**src/ctsc_pkg.sv**
```systemverilog
`timescale 1ns / 1ps

package ctsc_pkg;

  localparam int SampleWidth    = 16;
  localparam int CountWidth     = 8;
  localparam int FracExtra      = 8;
  localparam int LevelWidth     = SampleWidth + FracExtra;
  localparam int PoleWidth      = 16;
  localparam int PoleFrac       = 16;
  localparam int BitTimeWidth   = 8;
  localparam int SquelchWidth   = 15;
  localparam int ThresholdWidth = 16;
  localparam int CfgIndexWidth  = 3;
  localparam int CfgDataWidth   = 16;
  localparam int SumWidth       = LevelWidth + 3;

  localparam int InDataWidth  = ((3 * SampleWidth + 7) / 8) * 8;
  localparam int OutUsedWidth = 2 * SampleWidth + 5;
  localparam int OutDataWidth = ((OutUsedWidth + 7) / 8) * 8;

  typedef logic signed [SampleWidth-1:0] sample_t;
  typedef logic signed [LevelWidth-1:0]  level_t;
  typedef logic signed [1:0]             symbol_t;

  localparam symbol_t SymHigh = 2'sb01;
  localparam symbol_t SymIdle = 2'sb00;
  localparam symbol_t SymLow  = 2'sb11;

  // transmit bias -1.0 +/- 0.7, drive rails -5.0 and 0.0, all Q3.12
  localparam sample_t TxHighLevel = sample_t'(-1229);
  localparam sample_t TxLowLevel  = sample_t'(-6963);
  localparam sample_t DriveLow    = sample_t'(-20480);
  localparam sample_t DriveHigh   = sample_t'(0);

  typedef enum logic [CfgIndexWidth-1:0] {
    RegBitTime      = 3'd0,
    RegRxPole       = 3'd1,
    RegCdPole       = 3'd2,
    RegSquelch      = 3'd3,
    RegCollThresh   = 3'd4
  } cfg_reg_t;

  typedef struct packed {
    sample_t drive0;
    sample_t drive1;
    symbol_t rx_sym;
  } line_out_t;

endpackage

```
**src/ctsc_pole_filter.sv**
```systemverilog
`timescale 1ns / 1ps

module ctsc_pole_filter (
  input  logic                              clk,
  input  logic                              rst,
  input  logic                              en,
  input  ctsc_pkg::sample_t                 sample,
  input  logic [ctsc_pkg::PoleWidth-1:0]    pole,
  output ctsc_pkg::level_t                  level_next
);
  import ctsc_pkg::*;

  localparam int DiffWidth = LevelWidth + 1;
  localparam int ProdWidth = DiffWidth + PoleWidth + 1;

  level_t                       level;
  level_t                       target;
  logic signed [DiffWidth-1:0]  diff;
  logic signed [PoleWidth:0]    pole_s;
  logic signed [ProdWidth-1:0]  prod;
  logic signed [ProdWidth-1:0]  rounded;

  assign target  = {sample, {FracExtra{1'b0}}};
  assign diff    = {target[LevelWidth-1], target} - {level[LevelWidth-1], level};
  assign pole_s  = {1'b0, pole};
  assign prod    = diff * pole_s;
  assign rounded = prod + (ProdWidth'(1) <<< (PoleFrac - 1));

  // step lies between zero and diff, so the sum wraps back into range
  assign level_next = level + rounded[PoleFrac +: LevelWidth];

  always_ff @(posedge clk) begin
    if (rst) begin
      level <= '0;
    end else if (en) begin
      level <= level_next;
    end
  end

endmodule

```
**config.mk**
```make
export PLATFORM = sky130hd
export DESIGN_NAME = ctsc_pole_filter
export DESIGN_NICKNAME = d
export VERILOG_FILES = /design/src/ctsc_pkg.sv /design/src/ctsc_pole_filter.sv
export SDC_FILE = /design/constraint.sdc
export NUM_CORES = 1
export LEC_CHECK = 0
export BUFFER_PORTS_ARGS = -buffer_cell sky130_fd_sc_hd__buf_2
export CORE_ASPECT_RATIO = 1.4
export CORE_MARGIN = 2
export CORE_UTILIZATION = 60
export DETAILED_ROUTE_END_ITERATION = 6
export PLACE_DENSITY_LB_ADDON = 0.3
export SLEW_MARGIN = 10
export SYNTH_ARGS = -nofsm -noshare
export SYNTH_HDL_FRONTEND = slang
export SYNTH_SLANG_ARGS = --single-unit
```
**constraint.sdc**
```tcl
create_clock -name clk -period 17.6 [get_ports clk]
set_input_delay 3.52 -clock clk [delete_from_list [all_inputs] [get_ports clk]]
set_output_delay 3.52 -clock clk [all_outputs]
set_load 0.01 [all_outputs]
```
==> impl_metrics.env <==
export IMPL_status="completed"
export IMPL_final_max_slew_viol_count=0
export IMPL_synth_cell_area_um2=17300
export IMPL_dp_hpwl_mm=35.8
export IMPL_clock_latency_ns=0.26
export IMPL_ys_flop_type="dfxtp_1"
export IMPL_io_pins=59
export IMPL_syn_inst=1974
export IMPL_cts_sinks=24
export IMPL_syn_to_final_growth_pct=4.20
export IMPL_synth_yosys_seq_area_share=0.0278
export IMPL_drive_gt1_frac=0.0585
export IMPL_post_drt_wl_per_cell_um=18.3
export IMPL_hold_class="register to register"
export IMPL_core_area_um2=28300
export IMPL_gp_congestion=0.923
export IMPL_diodes=0
export IMPL_worst_pin_slew_ns=0.992
export IMPL_die_height_um=205
export IMPL_postCtsSetupBuffers=0
export IMPL_grt_pass1_vias=14500
export IMPL_fmax_mhz=59.0
export IMPL_cts_buffers=3
export IMPL_fin_tns_setup_ns=0
export IMPL_clk_path_buf_depth=2
export IMPL_start_util=0.609
export IMPL_crit_fanout=11
export IMPL_grt_ovfl_total=0
export IMPL_first_pass_iters=7
export IMPL_numPortBuffers=58
export IMPL_yosysWarnings=0
export IMPL_hold_viol=0
export IMPL_synth_async_sr_flop_share=0
export IMPL_synth_edf_count=0
export IMPL_synth_top_cell_by_area="fa_1"
export IMPL_largest_reg_flops=24
export IMPL_grt_pass1_wl_mm=70.9
export IMPL_postSynthAreaPerCell_um2=8.74
export IMPL_grt_max_degree=29
export IMPL_cp_required_ns=14.08
export IMPL_ys_ff_latch=24
export IMPL_synth_top_area_share=0.434
export IMPL_antenna_found_initial=0
export IMPL_largest_registers="level: 24 flops"
export IMPL_path_common_cell="fa_1"
export IMPL_num_rows=73
export IMPL_cts_tree="yes"
export IMPL_nets=2556
export IMPL_cts_clk_slew_worst_paths_ns=0.07
export IMPL_timing_critical_path_to_type="output port"
export IMPL_worst_setup_path_type="primary input to output port"
export IMPL_synth_fp_nets=2545
export IMPL_ctsHoldBuffers=0
export IMPL_drc=0
export IMPL_rsz0062_at_grt="no"
export IMPL_die_area_um2=30100
export IMPL_cts_resized_gates=0
export IMPL_h_tree_depth=1
export IMPL_root_buffer="clkbuf_16"
export IMPL_die_width_um=147
export IMPL_synth_distinct_cells=76
export IMPL_synth_area_top_cells="fa_1 43%, ha_1 12%, inv_1 11%"
export IMPL_gr_usage_all_layers=0.300
export IMPL_slowest_stage="xnor2_2"
export IMPL_totalWireLength_mm=43.1
export IMPL_arrival_ns=13.42
export IMPL_fin_crit_sh=0.962
export IMPL_max_slew_margin=0.335
export IMPL_final_setup_viol_count=0
export IMPL_largest_register="level"
export IMPL_ant_nets=0
export IMPL_via_per_inst=5.54
export IMPL_yosysMostFrequentCell="inv_1"
export IMPL_cpPeakStageDelay_ns=0.59
export IMPL_maxCapViolCount=0
export IMPL_drt_first_iter_violations=551
export IMPL_fin_crit_ns=16.94
export IMPL_start_kind="primary input"
export IMPL_synthTopCellsByCount="504 x inv_1, 374 x fa_1, 219 x and2_1"
export IMPL_route_vias_total=13100
export IMPL_skew_ns=0.00239
[through the flow]
step                      setup slack (ns)  area, µm²  hold slack (ns)   util  cells
after floorplan                       1.88      17300            0.476      -   1974
after global placement               0.963      17900            0.514  0.632   2355
after detailed placement             0.792      17900            0.519  0.632   2355
after CTS                            0.756      18000            0.536  0.635   2359
after global routing                0.0806      18000            0.563  0.635   2359
final                                0.661      18000            0.530  0.635   2359
[routing by layer]
layer	wire, µm	share of wire	track usage
met2	24300	0.56	0.597
met1	14400	0.33	0.302
met5	0	0	0
met3	1310	0.030	0.0234
met4	3050	0.071	0.174
[kinds of logic (layout without fill, tap and decap cells)]
family                     Yosys count  in the layout  share of synthesized area
AOI/OAI and AO/OA                  174            174                     0.0690
xor gates and xnor gates            87             87                     0.0463
adders and majority gates          536            536                      0.551
buffers and inverters              578            588                      0.127
DFF                                 24             24                     0.0278
muxes                               23             23                     0.0133
and+or+nand+nor                    552            552                      0.165
[path summary, 6_finish.rpt]
check             depth (start not counted)             end       from  slack, ns
setup / recovery                         42  level_next[21]  sample[0]       0.66
hold / removal                            2       level[22]  level[22]       0.53
setup reg to reg                         39       level[23]   level[8]       7.21
hold reg to reg                           2       level[22]  level[22]       0.53
[area by class of cell]
class	instances	area, µm²
multi-input cells	1372	14600
fillers	2429	10300
inverters	504	1890
flip-flops and latches	24	480
well taps	375	469
repair buffers	80	455
clock buffers	4	88.8
[worst max-delay path, delay by kind of cell]
family,cells,cell delay (ns)
AOI/OAI and AO/OA,12,2.41
xor gates and xnor gates,3,0.95
buffers and inverters,6,0.52
and+or+nand+nor,12,2.11
adders and majority gates,9,3.89
[placed cells by master, fill, tap and decap left out, types with 5 or more instances in the layout]
cell type | synthesis | routed
inv_1 | 504 | 504
fa_1 | 374 | 374
and2_1 | 219 | 219
nand2_1 | 207 | 207
ha_1 | 162 | 162
a21oi_1 | 60 | 60
buf_2 | 8 | 58
xnor2_1 | 59 | 57
nor2_1 | 48 | 48
o21ai_0 | 27 | 27
xor2_1 | 24 | 24
dfxtp_1 | 24 | 24
mux2i_1 | 23 | 23
a21o_1 | 22 | 22
buf_4 | 0 | 22
nand3_1 | 14 | 14
nand4_1 | 9 | 9
nor3_1 | 8 | 8
nor2b_1 | 8 | 8
a31oi_1 | 7 | 7
nand2b_1 | 6 | 6
and2_2 | 6 | 6
a22o_1 | 5 | 5
o21bai_1 | 5 | 5
o21a_1 | 5 | 5
xnor2_2 | 3 | 5
Power is not shown: default switching activity piles up to over one toggle a cycle in this logic, so the estimate is an artifact.
