### src/ctsc_pkg.sv
`timescale 1ns / 1ps

package ctsc_pkg;

  localparam int SampleWidth    = 16;
  localparam int CountWidth     = 8;
  localparam int FracExtra      = 8;
  localparam int LevelWidth     = SampleWidth + FracExtra;
  localparam int PoleWidth      = 16;
  localparam int PoleFrac       = 16;
  localparam int BitTimeWidth   = 8;
  localparam int SquelchWidth   = 15;
  localparam int ThresholdWidth = 16;
  localparam int CfgIndexWidth  = 3;
  localparam int CfgDataWidth   = 16;
  localparam int SumWidth       = LevelWidth + 3;

  localparam int InDataWidth  = ((3 * SampleWidth + 7) / 8) * 8;
  localparam int OutUsedWidth = 2 * SampleWidth + 5;
  localparam int OutDataWidth = ((OutUsedWidth + 7) / 8) * 8;

  typedef logic signed [SampleWidth-1:0] sample_t;
  typedef logic signed [LevelWidth-1:0]  level_t;
  typedef logic signed [1:0]             symbol_t;

  localparam symbol_t SymHigh = 2'sb01;
  localparam symbol_t SymIdle = 2'sb00;
  localparam symbol_t SymLow  = 2'sb11;

  // transmit bias -1.0 +/- 0.7, drive rails -5.0 and 0.0, all Q3.12
  localparam sample_t TxHighLevel = sample_t'(-1229);
  localparam sample_t TxLowLevel  = sample_t'(-6963);
  localparam sample_t DriveLow    = sample_t'(-20480);
  localparam sample_t DriveHigh   = sample_t'(0);

  typedef enum logic [CfgIndexWidth-1:0] {
    RegBitTime      = 3'd0,
    RegRxPole       = 3'd1,
    RegCdPole       = 3'd2,
    RegSquelch      = 3'd3,
    RegCollThresh   = 3'd4
  } cfg_reg_t;

  typedef struct packed {
    sample_t drive0;
    sample_t drive1;
    symbol_t rx_sym;
  } line_out_t;

endpackage

### src/ctsc_line_path.sv
`timescale 1ns / 1ps

module ctsc_line_path (
  input  ctsc_pkg::sample_t                 side0,
  input  ctsc_pkg::sample_t                 side1,
  input  ctsc_pkg::sample_t                 tx,
  input  ctsc_pkg::level_t                  dc0,
  input  ctsc_pkg::level_t                  dc1,
  input  logic [ctsc_pkg::SquelchWidth-1:0] squelch,
  output ctsc_pkg::line_out_t               line
);
  import ctsc_pkg::*;

  logic signed [SumWidth-1:0]    a_s, b_s, t_s, dc0_s, dc1_s;
  logic signed [SumWidth-1:0]    z, sq_hi, sq_lo;
  logic signed [SumWidth-1:0]    t_w, tsq_hi, tsq_lo;
  sample_t                       tx_level;
  symbol_t                       rx_sym;
  logic signed [SampleWidth:0]   d0, d1;

  function automatic sample_t clamp(input logic signed [SampleWidth:0] v);
    sample_t r;
    if (v < (SampleWidth+1)'(DriveLow)) begin
      r = DriveLow;
    end else if (v > (SampleWidth+1)'(DriveHigh)) begin
      r = DriveHigh;
    end else begin
      r = v[SampleWidth-1:0];
    end
    return r;
  endfunction

  assign a_s   = SumWidth'(level_t'({side0, {FracExtra{1'b0}}}));
  assign b_s   = SumWidth'(level_t'({side1, {FracExtra{1'b0}}}));
  assign t_s   = SumWidth'(level_t'({tx, {FracExtra{1'b0}}}));
  assign dc0_s = SumWidth'(dc0);
  assign dc1_s = SumWidth'(dc1);
  assign z     = t_s + (a_s - dc0_s) + (b_s - dc1_s);

  assign sq_hi = $signed({{(SumWidth-SquelchWidth-FracExtra){1'b0}}, squelch,
                          {FracExtra{1'b0}}});
  assign sq_lo = -sq_hi;

  assign t_w    = SumWidth'(tx);
  assign tsq_hi = $signed({{(SumWidth-SquelchWidth){1'b0}}, squelch});
  assign tsq_lo = -tsq_hi;

  always_comb begin
    if (z > sq_hi) begin
      rx_sym = SymHigh;
    end else if (z < sq_lo) begin
      rx_sym = SymLow;
    end else begin
      rx_sym = SymIdle;
    end

    if (t_w > tsq_hi) begin
      tx_level = TxHighLevel;
    end else if (t_w < tsq_lo) begin
      tx_level = TxLowLevel;
    end else begin
      tx_level = '0;
    end
  end

  assign d0 = (SampleWidth+1)'(side1) + (SampleWidth+1)'(tx_level);
  assign d1 = (SampleWidth+1)'(side0) + (SampleWidth+1)'(tx_level);
  assign line = {clamp(d0), clamp(d1), rx_sym};

endmodule

### config.mk
export PLATFORM = sky130hd
export DESIGN_NAME = ctsc_line_path
export DESIGN_NICKNAME = d
export VERILOG_FILES = /design/src/ctsc_pkg.sv /design/src/ctsc_line_path.sv
export SDC_FILE = /design/constraint.sdc
export NUM_CORES = 1
export LEC_CHECK = 0
export BUFFER_PORTS_ARGS = -buffer_cell sky130_fd_sc_hd__buf_4
export CORE_MARGIN = 2
export CORE_UTILIZATION = 36
export DETAILED_ROUTE_END_ITERATION = 12
export GPL_TIMING_DRIVEN = 0
export PLACE_DENSITY = 0.57
export SYNTH_ARGS = -nofsm -noshare
export SYNTH_HDL_FRONTEND = slang
export SYNTH_SLANG_ARGS = --single-unit
### constraint.sdc
create_clock -name vclk -period 7.1
set_input_delay 0.355 -clock vclk [all_inputs]
set_output_delay 0.355 -clock vclk [all_outputs]
set_load 0.05 [all_outputs]
==> flow_summary.json <==
{
  "status": "completed",
  "gp_congestion": 0.8747,
  "final_antenna_net_count": 0,
  "grt_use_total_pct": 18.10,
  "antenna_found_initial": 0,
  "cp-end-kind": "output pin",
  "slew_violations": 0,
  "cp.arrival_ns": 6.44,
  "die_h_um": 139.0,
  "final-seq-area_um2": 0,
  "setup_tns_ns": 0,
  "vias_per_cell": 5.104,
  "crit_start": "squelch[1]",
  "pwr_density_cell_nw_per_um2": 252.6,
  "drt_iter0_markers": 294,
  "routed_wl_um": 18140,
  "post-place-ws_ns": -0.4633,
  "startpoint_type": "input pin",
  "hold_slack_ns": 1.323,
  "fin_crit_sh_pct": 95.76,
  "synth_cell_types": 61,
  "max_stage_delay_ns": 0.58,
  "finalSetupViolCount": 0,
  "path_max_fanout": 8,
  "tightest_slew_ns": 0.6887,
  "place_area_um2": 7945,
  "drive_gt1_share_pct": 20.56,
  "die_w_um": 139.0,
  "fin_ws_ns": 0.3008,
  "netlist_instances": 839,
  "synth_warnings": 0,
  "fin_area_um2": 8194,
  "utilization_pct": 45.77,
  "peakVddDrop_mv": 0.6339,
  "grt-ovfl-total": 0,
  "coreArea_um2": 17900,
  "fmax_mhz": 147.1,
  "grt_pass1_wl_um": 29460,
  "detail_route.wl_per_cell_um": 14.86,
  "syn_area_um2": 6565,
  "drc": 0,
  "nets": 1305,
  "rows": 49,
  "seq_cells": 0,
  "drt-pass1-iter-count": 5,
  "path_class": "input pin to output pin",
  "start_util_pct": 36.67,
  "required_ns": 6.74,
  "slew_headroom_pct": 54.03,
  "hold_class": "input pin to output pin",
  "area_growth_pct": 24.81,
  "fillers": 1863,
  "cap_viol_max_count": 0,
  "n_antenna_cell": 0,
  "cellLeakagePower_nw": 4.212,
  "port_buffers": 145,
  "synth.avg_cell_area_um2": 7.825,
  "grt_pass1_vias": 5962,
  "final-hold-violation-count": 0,
  "cp_slowest_cell": "or4b_4",
  "hpwl_um": 16130,
  "num_vias": 6232,
  "finalCriticalPeriod_ns": 6.799,
  "grt_max_degree": 17,
  "clkbuf_count": 0,
  "syn_nets": 1150,
  "seq_area_frac_synth_pct": 0,
  "io_pins": 145,
  "hold_start": "side0[2]",
  "cts_hold_buffers": 0,
  "dieArea_um2": 19330
}
-- synth_stat cells (4+ instances only) --
library cell / n / area [um2]
o21ai_1: 11 / 55.05
xnor2_1: 37 / 324.1
or4_1: 4 / 30.03
nor3b_2: 4 / 50.05
ha_1: 146 / 1827
nor3b_1: 7 / 52.55
a21o_1: 17 / 127.6
and4_1: 5 / 43.79
nand2b_1: 19 / 118.9
nor3_2: 5 / 50.05
nor2b_1: 11 / 68.82
fa_1: 54 / 1081
a211oi_1: 13 / 97.59
o211ai_1: 5 / 37.54
nor4_1: 14 / 87.58
nor2_1: 43 / 161.4
a21oi_1: 56 / 280.3
nand3_1: 16 / 80.08
o21a_1: 13 / 97.59
xor2_1: 19 / 166.4
clkbuf_1: 5 / 18.77
a31oi_1: 4 / 25.02
and3_1: 6 / 37.54
o21ai_0: 35 / 175.2
nand2_1: 39 / 146.4
and2_1: 5 / 31.28
nand4_1: 12 / 75.07
nor3_1: 17 / 85.08
o21bai_1: 10 / 75.07
inv_1: 151 / 566.8
nor4b_1: 6 / 52.55
-- critical path, delay by kind of cell --
| kind | cells | cell delay, ns |
|---|---|---|
| buf+inv | 4 | 0.64 |
| fa+ha+maj | 3 | 0.88 |
| simple gates | 10 | 2.80 |
| xor+xnor | 2 | 0.26 |
| compound gates | 10 | 1.48 |
-- placed cells by master (no fill, tap or decap), drive strengths merged, types with 10 or more instances in the layout --
cell type  instances
buf              157
inv              151
ha               146
a21oi             59
fa                54
o21ai             46
nor2              43
nand2             39
xnor2             37
nor3              22
xor2              19
nand2b            19
a21o              17
nand3             16
a211oi            15
nor4              14
o21a              13
nand4             12
nor2b             11
nor3b             11
o21bai            10
-- power by group --
group          switching (W)  internal [W]  total [W]
clock network              0             0          0
registers                  0             0          0
logic                0.00122      0.000850    0.00207
total                0.00122      0.000850    0.00207
-- layout make-up --
cell class	count	area (um2)	share of cell area [%]
inverter	151	566.8	6.917
timing repair buffer	153	1164	14.20
multi-input combinational	679	6128	74.79
tap	229	286.5	3.497
buffer	9	48.80	0.5955
-- per-stage QoR --
step	std cells	total power [W]
final	1221	0.002070
after global routing	1221	0.002348
after CTS	1214	0.002054
after detailed placement	1213	0.002029
after global placement	1213	0.002017
after floorplan	839	0.001536
-- timing repair --
action	in CTS	in global routing
buffers inserted	1	6
pin swaps	1	6
gates cloned	0	1
gates resized for setup	11	32
setup endpoints to repair	26	30
-- layer usage --
layer,vias to the layer above,part of all wire [%],track usage [%]
li1,3261,-,-
met3,11,3.3,0.8633
met5,-,0,0
met2,124,48,31.94
met1,2836,47,25.62
met4,0,0.77,1.223
-- worst paths after layout --
check	slack (ns)	end	cells after the start
setup / recovery	0.30	line[26]	29
hold / removal	1.32	line[4]	5
-- cells by family (layout without fill, tap and decap cells) --
| kind of cell | after synthesis | after routing | share of synthesized area (%) |
|---|---|---|---|
| simple gates | 220 | 220 | 18.79 |
| fa+ha+maj | 200 | 200 | 44.29 |
| compound gates | 198 | 198 | 19.31 |
| buf+inv | 160 | 313 | 9.320 |
| xor+xnor | 56 | 56 | 7.471 |
| mux | 5 | 5 | 0.8195 |
Note: power is estimated with default switching activity, not from simulation.
