===== src/ctsc_pkg.sv =====
`timescale 1ns / 1ps

package ctsc_pkg;

  localparam int SampleWidth    = 16;
  localparam int CountWidth     = 8;
  localparam int FracExtra      = 8;
  localparam int LevelWidth     = SampleWidth + FracExtra;
  localparam int PoleWidth      = 16;
  localparam int PoleFrac       = 16;
  localparam int BitTimeWidth   = 8;
  localparam int SquelchWidth   = 15;
  localparam int ThresholdWidth = 16;
  localparam int CfgIndexWidth  = 3;
  localparam int CfgDataWidth   = 16;
  localparam int SumWidth       = LevelWidth + 3;

  localparam int InDataWidth  = ((3 * SampleWidth + 7) / 8) * 8;
  localparam int OutUsedWidth = 2 * SampleWidth + 5;
  localparam int OutDataWidth = ((OutUsedWidth + 7) / 8) * 8;

  typedef logic signed [SampleWidth-1:0] sample_t;
  typedef logic signed [LevelWidth-1:0]  level_t;
  typedef logic signed [1:0]             symbol_t;

  localparam symbol_t SymHigh = 2'sb01;
  localparam symbol_t SymIdle = 2'sb00;
  localparam symbol_t SymLow  = 2'sb11;

  // transmit bias -1.0 +/- 0.7, drive rails -5.0 and 0.0, all Q3.12
  localparam sample_t TxHighLevel = sample_t'(-1229);
  localparam sample_t TxLowLevel  = sample_t'(-6963);
  localparam sample_t DriveLow    = sample_t'(-20480);
  localparam sample_t DriveHigh   = sample_t'(0);

  typedef enum logic [CfgIndexWidth-1:0] {
    RegBitTime      = 3'd0,
    RegRxPole       = 3'd1,
    RegCdPole       = 3'd2,
    RegSquelch      = 3'd3,
    RegCollThresh   = 3'd4
  } cfg_reg_t;

  typedef struct packed {
    sample_t drive0;
    sample_t drive1;
    symbol_t rx_sym;
  } line_out_t;

endpackage


===== src/ctsc_tone_gen.sv =====
`timescale 1ns / 1ps

module ctsc_tone_gen (
  input  logic                              clk,
  input  logic                              rst,
  input  logic                              en,
  input  logic                              coll,
  input  logic [ctsc_pkg::BitTimeWidth-1:0] bit_time,
  output ctsc_pkg::symbol_t                 tone
);
  import ctsc_pkg::*;

  localparam int CmpWidth = (CountWidth > BitTimeWidth) ? CountWidth + 1 : BitTimeWidth + 1;
  localparam logic [CmpWidth-1:0] CountMax = CmpWidth'({CountWidth{1'b1}});

  logic [CountWidth-1:0] tone_count;
  logic [CountWidth-1:0] tone_count_next;
  logic [CountWidth-1:0] cur;
  logic [CmpWidth-1:0]   load_w;
  logic [CountWidth-1:0] load;
  logic [CmpWidth-1:0]   half;
  logic                  active;

  assign load_w = (bit_time == '0) ? CmpWidth'(1) : CmpWidth'(bit_time);
  assign load   = (load_w > CountMax) ? CountMax[CountWidth-1:0] : load_w[CountWidth-1:0];
  assign half   = CmpWidth'(bit_time >> 1);
  assign active = coll || (tone_count != '0);
  assign cur    = (tone_count == '0) ? load : tone_count;

  always_comb begin
    if (!active) begin
      tone            = SymIdle;
      tone_count_next = tone_count;
    end else begin
      tone            = (CmpWidth'(cur) > half) ? SymHigh : SymLow;
      tone_count_next = cur - CountWidth'(1);
    end
  end

  always_ff @(posedge clk) begin
    if (rst) begin
      tone_count <= '0;
    end else if (en) begin
      tone_count <= tone_count_next;
    end
  end

endmodule


===== config.mk =====
export PLATFORM = sky130hd
export DESIGN_NAME = ctsc_tone_gen
export DESIGN_NICKNAME = d
export VERILOG_FILES = /design/src/ctsc_pkg.sv /design/src/ctsc_tone_gen.sv
export SDC_FILE = /design/constraint.sdc
export NUM_CORES = 1
export LEC_CHECK = 0
export BUFFER_PORTS_ARGS = -buffer_cell sky130_fd_sc_hd__buf_2
export CAP_MARGIN = 20
export CORE_MARGIN = 4
export CORE_UTILIZATION = 55
export DETAILED_ROUTE_END_ITERATION = 8
export PLACE_DENSITY = 0.83
export SKIP_LAST_GASP = 1
export SLEW_MARGIN = 20
export SYNTH_ARGS = -nofsm -noshare
export SYNTH_HDL_FRONTEND = slang
export SYNTH_SLANG_ARGS = --single-unit

===== constraint.sdc =====
create_clock -name clk -period 3.8 [get_ports clk]
set_clock_uncertainty 0.2 [all_clocks]
set_input_delay 0.57 -clock clk [delete_from_list [all_inputs] [get_ports clk]]
set_output_delay 0.57 -clock clk [all_outputs]
set_load 0.02 [all_outputs]

==> metrics <==
area growth from synthesis to layout=10.20%; data required time of the critical path=about 3 ns; max FFs per register=8; total wirelength of the detailed-routed design=about 2200 um; cell internal pwr=0.0004770 W; setup repair after global routing missed its margin=false; Worst path max stage delay=~0.60 ns; cell at the slowest stage of the critical path=sky130_fd_sc_hd__or4_4; row count=13; path category of the worst min-delay check=reg -> reg; maximum VDD drop=between 0.5 and 0.6 mV; critical-path cell list=or4_4 > nor3_4 > a21o_2 > ha_1 > a21o_1 > a21oi_1 > a21oi_1 > a211oi_1 > buf_2; run status=finished, final reports clean; cts-stage hold buffer count=0; data arrival time at the worst-slack endpoint=~2.8 ns; Layout Nets=roughly 150; die extent in y=between 40 and 50 um; 1st-iter DRT viols=36; # clock sinks=8; switching power of the nets=0.0004420 W; top cell type by total area after synthesis=sky130_fd_sc_hd__dfxtp_1; detail-routed via count per cell=around 6.5; ratio of final minimum period to clock period=94.93%; antenna diode count=0; synth top area cells=sky130_fd_sc_hd__dfxtp_1, sky130_fd_sc_hd__ha_1, sky130_fd_sc_hd__a21oi_1; register bank with the most flops=tone_count; final setup violation count=0; Critical Setup Path Class=reg -> out; share of the yosys chip area belonging to registers=a little under a fifth; power share of the sequential group=about 18%; TritonCTS Buffers=3; finished layout cell area=around 950 um2; core box area=1383 um2; Pwr Density=between 900 and 1000 nW/um2; number of antenna violations at the first check in global routing=0; vias post-DR=roughly 900; filler cell count=122; count of warnings emitted by yosys=0; DIE AREA=around 2300 um2; number of global-route vias before repair=around 800; transition time of the tightest slew-check pin=0.4842 ns; terminating pin of the worst hold path=tone_count[0]; deepest level of the CTS H-tree=1; Die X=47.51 um; number of endpoints with negative hold slack in the final report=0; portion of synthesized cell area occupied by the leading cell type=18.66%; biggest registers after layout=tone_count x8; Setup TNS=0 ns; pin count of the biggest net entering global routing=11; clock network power share=6.8%; global-route usage over all layers=between 20% and 30%; share of flip-flops with an asynchronous set or reset after synthesis=0%; switching share of power=a little under 50%; final core utilization=a little under 70%; Min Clock Period, post-route=approximately 3.6 ns; critical path endpoint category=primary output; cell repeated most along the worst path=sky130_fd_sc_hd__a21oi_1; flip-flop and latch count after synthesis=8; synthesized cell area=around 860 um2; Residual DRC=0; synthesized netlist net count=between 100 and 150; static leakage power=0.4125 nW; average detailed-routed wire length per instance=15.31 um; CP max FO=9; Min-Delay Startpoint=tone_count[0]; root buffer cell=sky130_fd_sc_hd__clkbuf_4; worst flop-to-flop path startpoint=tone_count[3]; GR Overflow Total=0; dpl cell area=923.4 um2; cell count of the worst reg-to-reg path=10; clock-pin transition on the worst setup and hold timing paths=approximately 0.050 ns; effective utilization at floorplan=between 60% and 70%; combinational share of power=75.2%; number of flops mapped to enable cells by yosys=0; gate count after technology mapping=about 110; capture point of the worst reg-to-reg path=tone_count[6]; global placer's final weighted congestion=approximately 0.94; top flip-flop cell by instance count after synthesis=sky130_fd_sc_hd__dfxtp_1; number of max-slew violations in the final report=0; TritonCTS clock tree=done; DP HPWL=around 1700 um; Peak Freq=277.2 MHz; number of placed I/O pins=14; R2R Setup Slk=approximately 0.94 ns; count of buffers inserted at the top-level ports=13; DR pass1 iterations=4; tightest slew margin relative to the limit=about two thirds; share of final-layout standard cells stronger than drive strength 1=23.02%; ANT nets after route=0; first-pass GRT wire length=around 3500 um; Max Root-Sink Buffers=2; synthesized area per cell=~7.7 um2; Clk Latency, worst-skew pair=~0.25 ns; hold-critical path depth=2; MaxCap Viol Count=0; element type at the critical path start=register; count of unique library cells instantiated by Yosys=39
==> per-layer routing <==
| metal | GRT usage [%] | wire length, um | part of all wire [%] |
|---|---|---|---|
| met5 | 0 | 0 | 0 |
| met4 | 3.315 | 21 | 0.97 |
| met3 | 5.639 | 144 | 6.7 |
| met2 | 36.90 | 1021 | 47 |
| met1 | 28.64 | 971 | 45 |
==> cell families (layout without fill, tap and decap cells) <==
family	Yosys count	count (layout)	share of synthesized area, %
compound gates	38	38	31.05
xor+xnor	2	2	2.041
fa+ha+maj	8	8	11.66
buf+inv	12	26	6.996
flops	8	8	18.66
simple gates	44	44	29.59
==> worst max path at each step <==
stage	slack, ns	start	endpoint
final	0.19	tone_count[3]	tone[1]
after global routing	0.04	tone_count[3]	tone[1]
after CTS	0.16	tone_count[3]	tone[1]
after detailed placement	0.41	tone_count[3]	tone[1]
after global placement	0.50	tone_count[3]	tone[1]
after floorplan	0.45	tone_count[3]	tone[1]
==> cell type report <==
cell class,instances,area [um2],share of cell area [%]
clock buffers,3,22.52,2.381
inverters,9,33.78,3.571
multi-input cells,92,638.1,67.46
flip-flops and latches,8,160.2,16.93
well taps,15,18.77,1.984
repair buffers,14,72.57,7.672
==> placed cells by master, fill, tap and decap left out, types with 3 or more instances in the layout <==
cell and count:
sky130_fd_sc_hd__a21o_2 4, sky130_fd_sc_hd__buf_2 13, sky130_fd_sc_hd__a21oi_1 8, sky130_fd_sc_hd__nor3_1 6, sky130_fd_sc_hd__ha_1 8, sky130_fd_sc_hd__dfxtp_1 8
sky130_fd_sc_hd__nor2_1 10, sky130_fd_sc_hd__nand2_1 7, sky130_fd_sc_hd__o22ai_1 3, sky130_fd_sc_hd__inv_1 9, sky130_fd_sc_hd__clkbuf_4 3, sky130_fd_sc_hd__o21ai_0 4
sky130_fd_sc_hd__a41oi_1 3
==> critical path: cells and delay by family, from the launching register on <==
family          cells  cell delay, ns
compound gates      5            0.89
fa+ha+maj           1            0.23
buf+inv             1            0.19
flops               1            0.37
simple gates        2            0.90
==> stage by stage <==
step	worst slack (ns)	hold slack (ns)	cells	total power (W)
2_1_floorplan	0.4516	0.2832	112	0.0007236
3_3_place_gp	0.4997	0.3117	138	0.0008366
3_5_place_dp	0.4117	0.3130	138	0.0008551
4_1_cts	0.1569	0.3195	141	0.0009184
5_1_grt	0.04095	0.3494	141	0.001015
6_report	0.1928	0.3183	141	0.0009190
==> power by group through the flow <==
stage | registers [W] | clock network, W | logic (W)
CTS | 0.000164 | 0.0000638 | 0.000690
floorplan | 0.000151 | 0 | 0.000572
global route | 0.000171 | 0.0000699 | 0.000774
global placement | 0.000164 | 0 | 0.000673
finish | 0.000166 | 0.0000623 | 0.000691
detailed placement | 0.000166 | 0 | 0.000689
==> Yosys cell counts (2+ instances only) <==
library cell	instances
sky130_fd_sc_hd__nor2_1	10
sky130_fd_sc_hd__inv_1	9
sky130_fd_sc_hd__a21oi_1	8
sky130_fd_sc_hd__dfxtp_1	8
sky130_fd_sc_hd__ha_1	8
sky130_fd_sc_hd__nand2_1	7
sky130_fd_sc_hd__nor3_1	6
sky130_fd_sc_hd__a21o_2	4
sky130_fd_sc_hd__o21ai_0	4
sky130_fd_sc_hd__a41oi_1	3
sky130_fd_sc_hd__o22ai_1	3
sky130_fd_sc_hd__a211oi_1	2
sky130_fd_sc_hd__a21boi_0	2
sky130_fd_sc_hd__a31o_2	2
sky130_fd_sc_hd__buf_4	2
sky130_fd_sc_hd__nand3_1	2
sky130_fd_sc_hd__nand3b_1	2
sky130_fd_sc_hd__nand4_1	2
sky130_fd_sc_hd__nor2b_1	2
sky130_fd_sc_hd__nor4_1	2
sky130_fd_sc_hd__o21a_1	2
sky130_fd_sc_hd__o31ai_1	2
sky130_fd_sc_hd__or3_1	2
sky130_fd_sc_hd__or3_2	2
sky130_fd_sc_hd__xnor2_1	2
==> timing repair <==
| action | in CTS | in global routing |
|---|---|---|
| setup endpoints to repair | 0 | 1 |
| buffers inserted | 0 | 0 |
| resized for setup | 0 | 0 |
(Power assumes the default switching activity.)
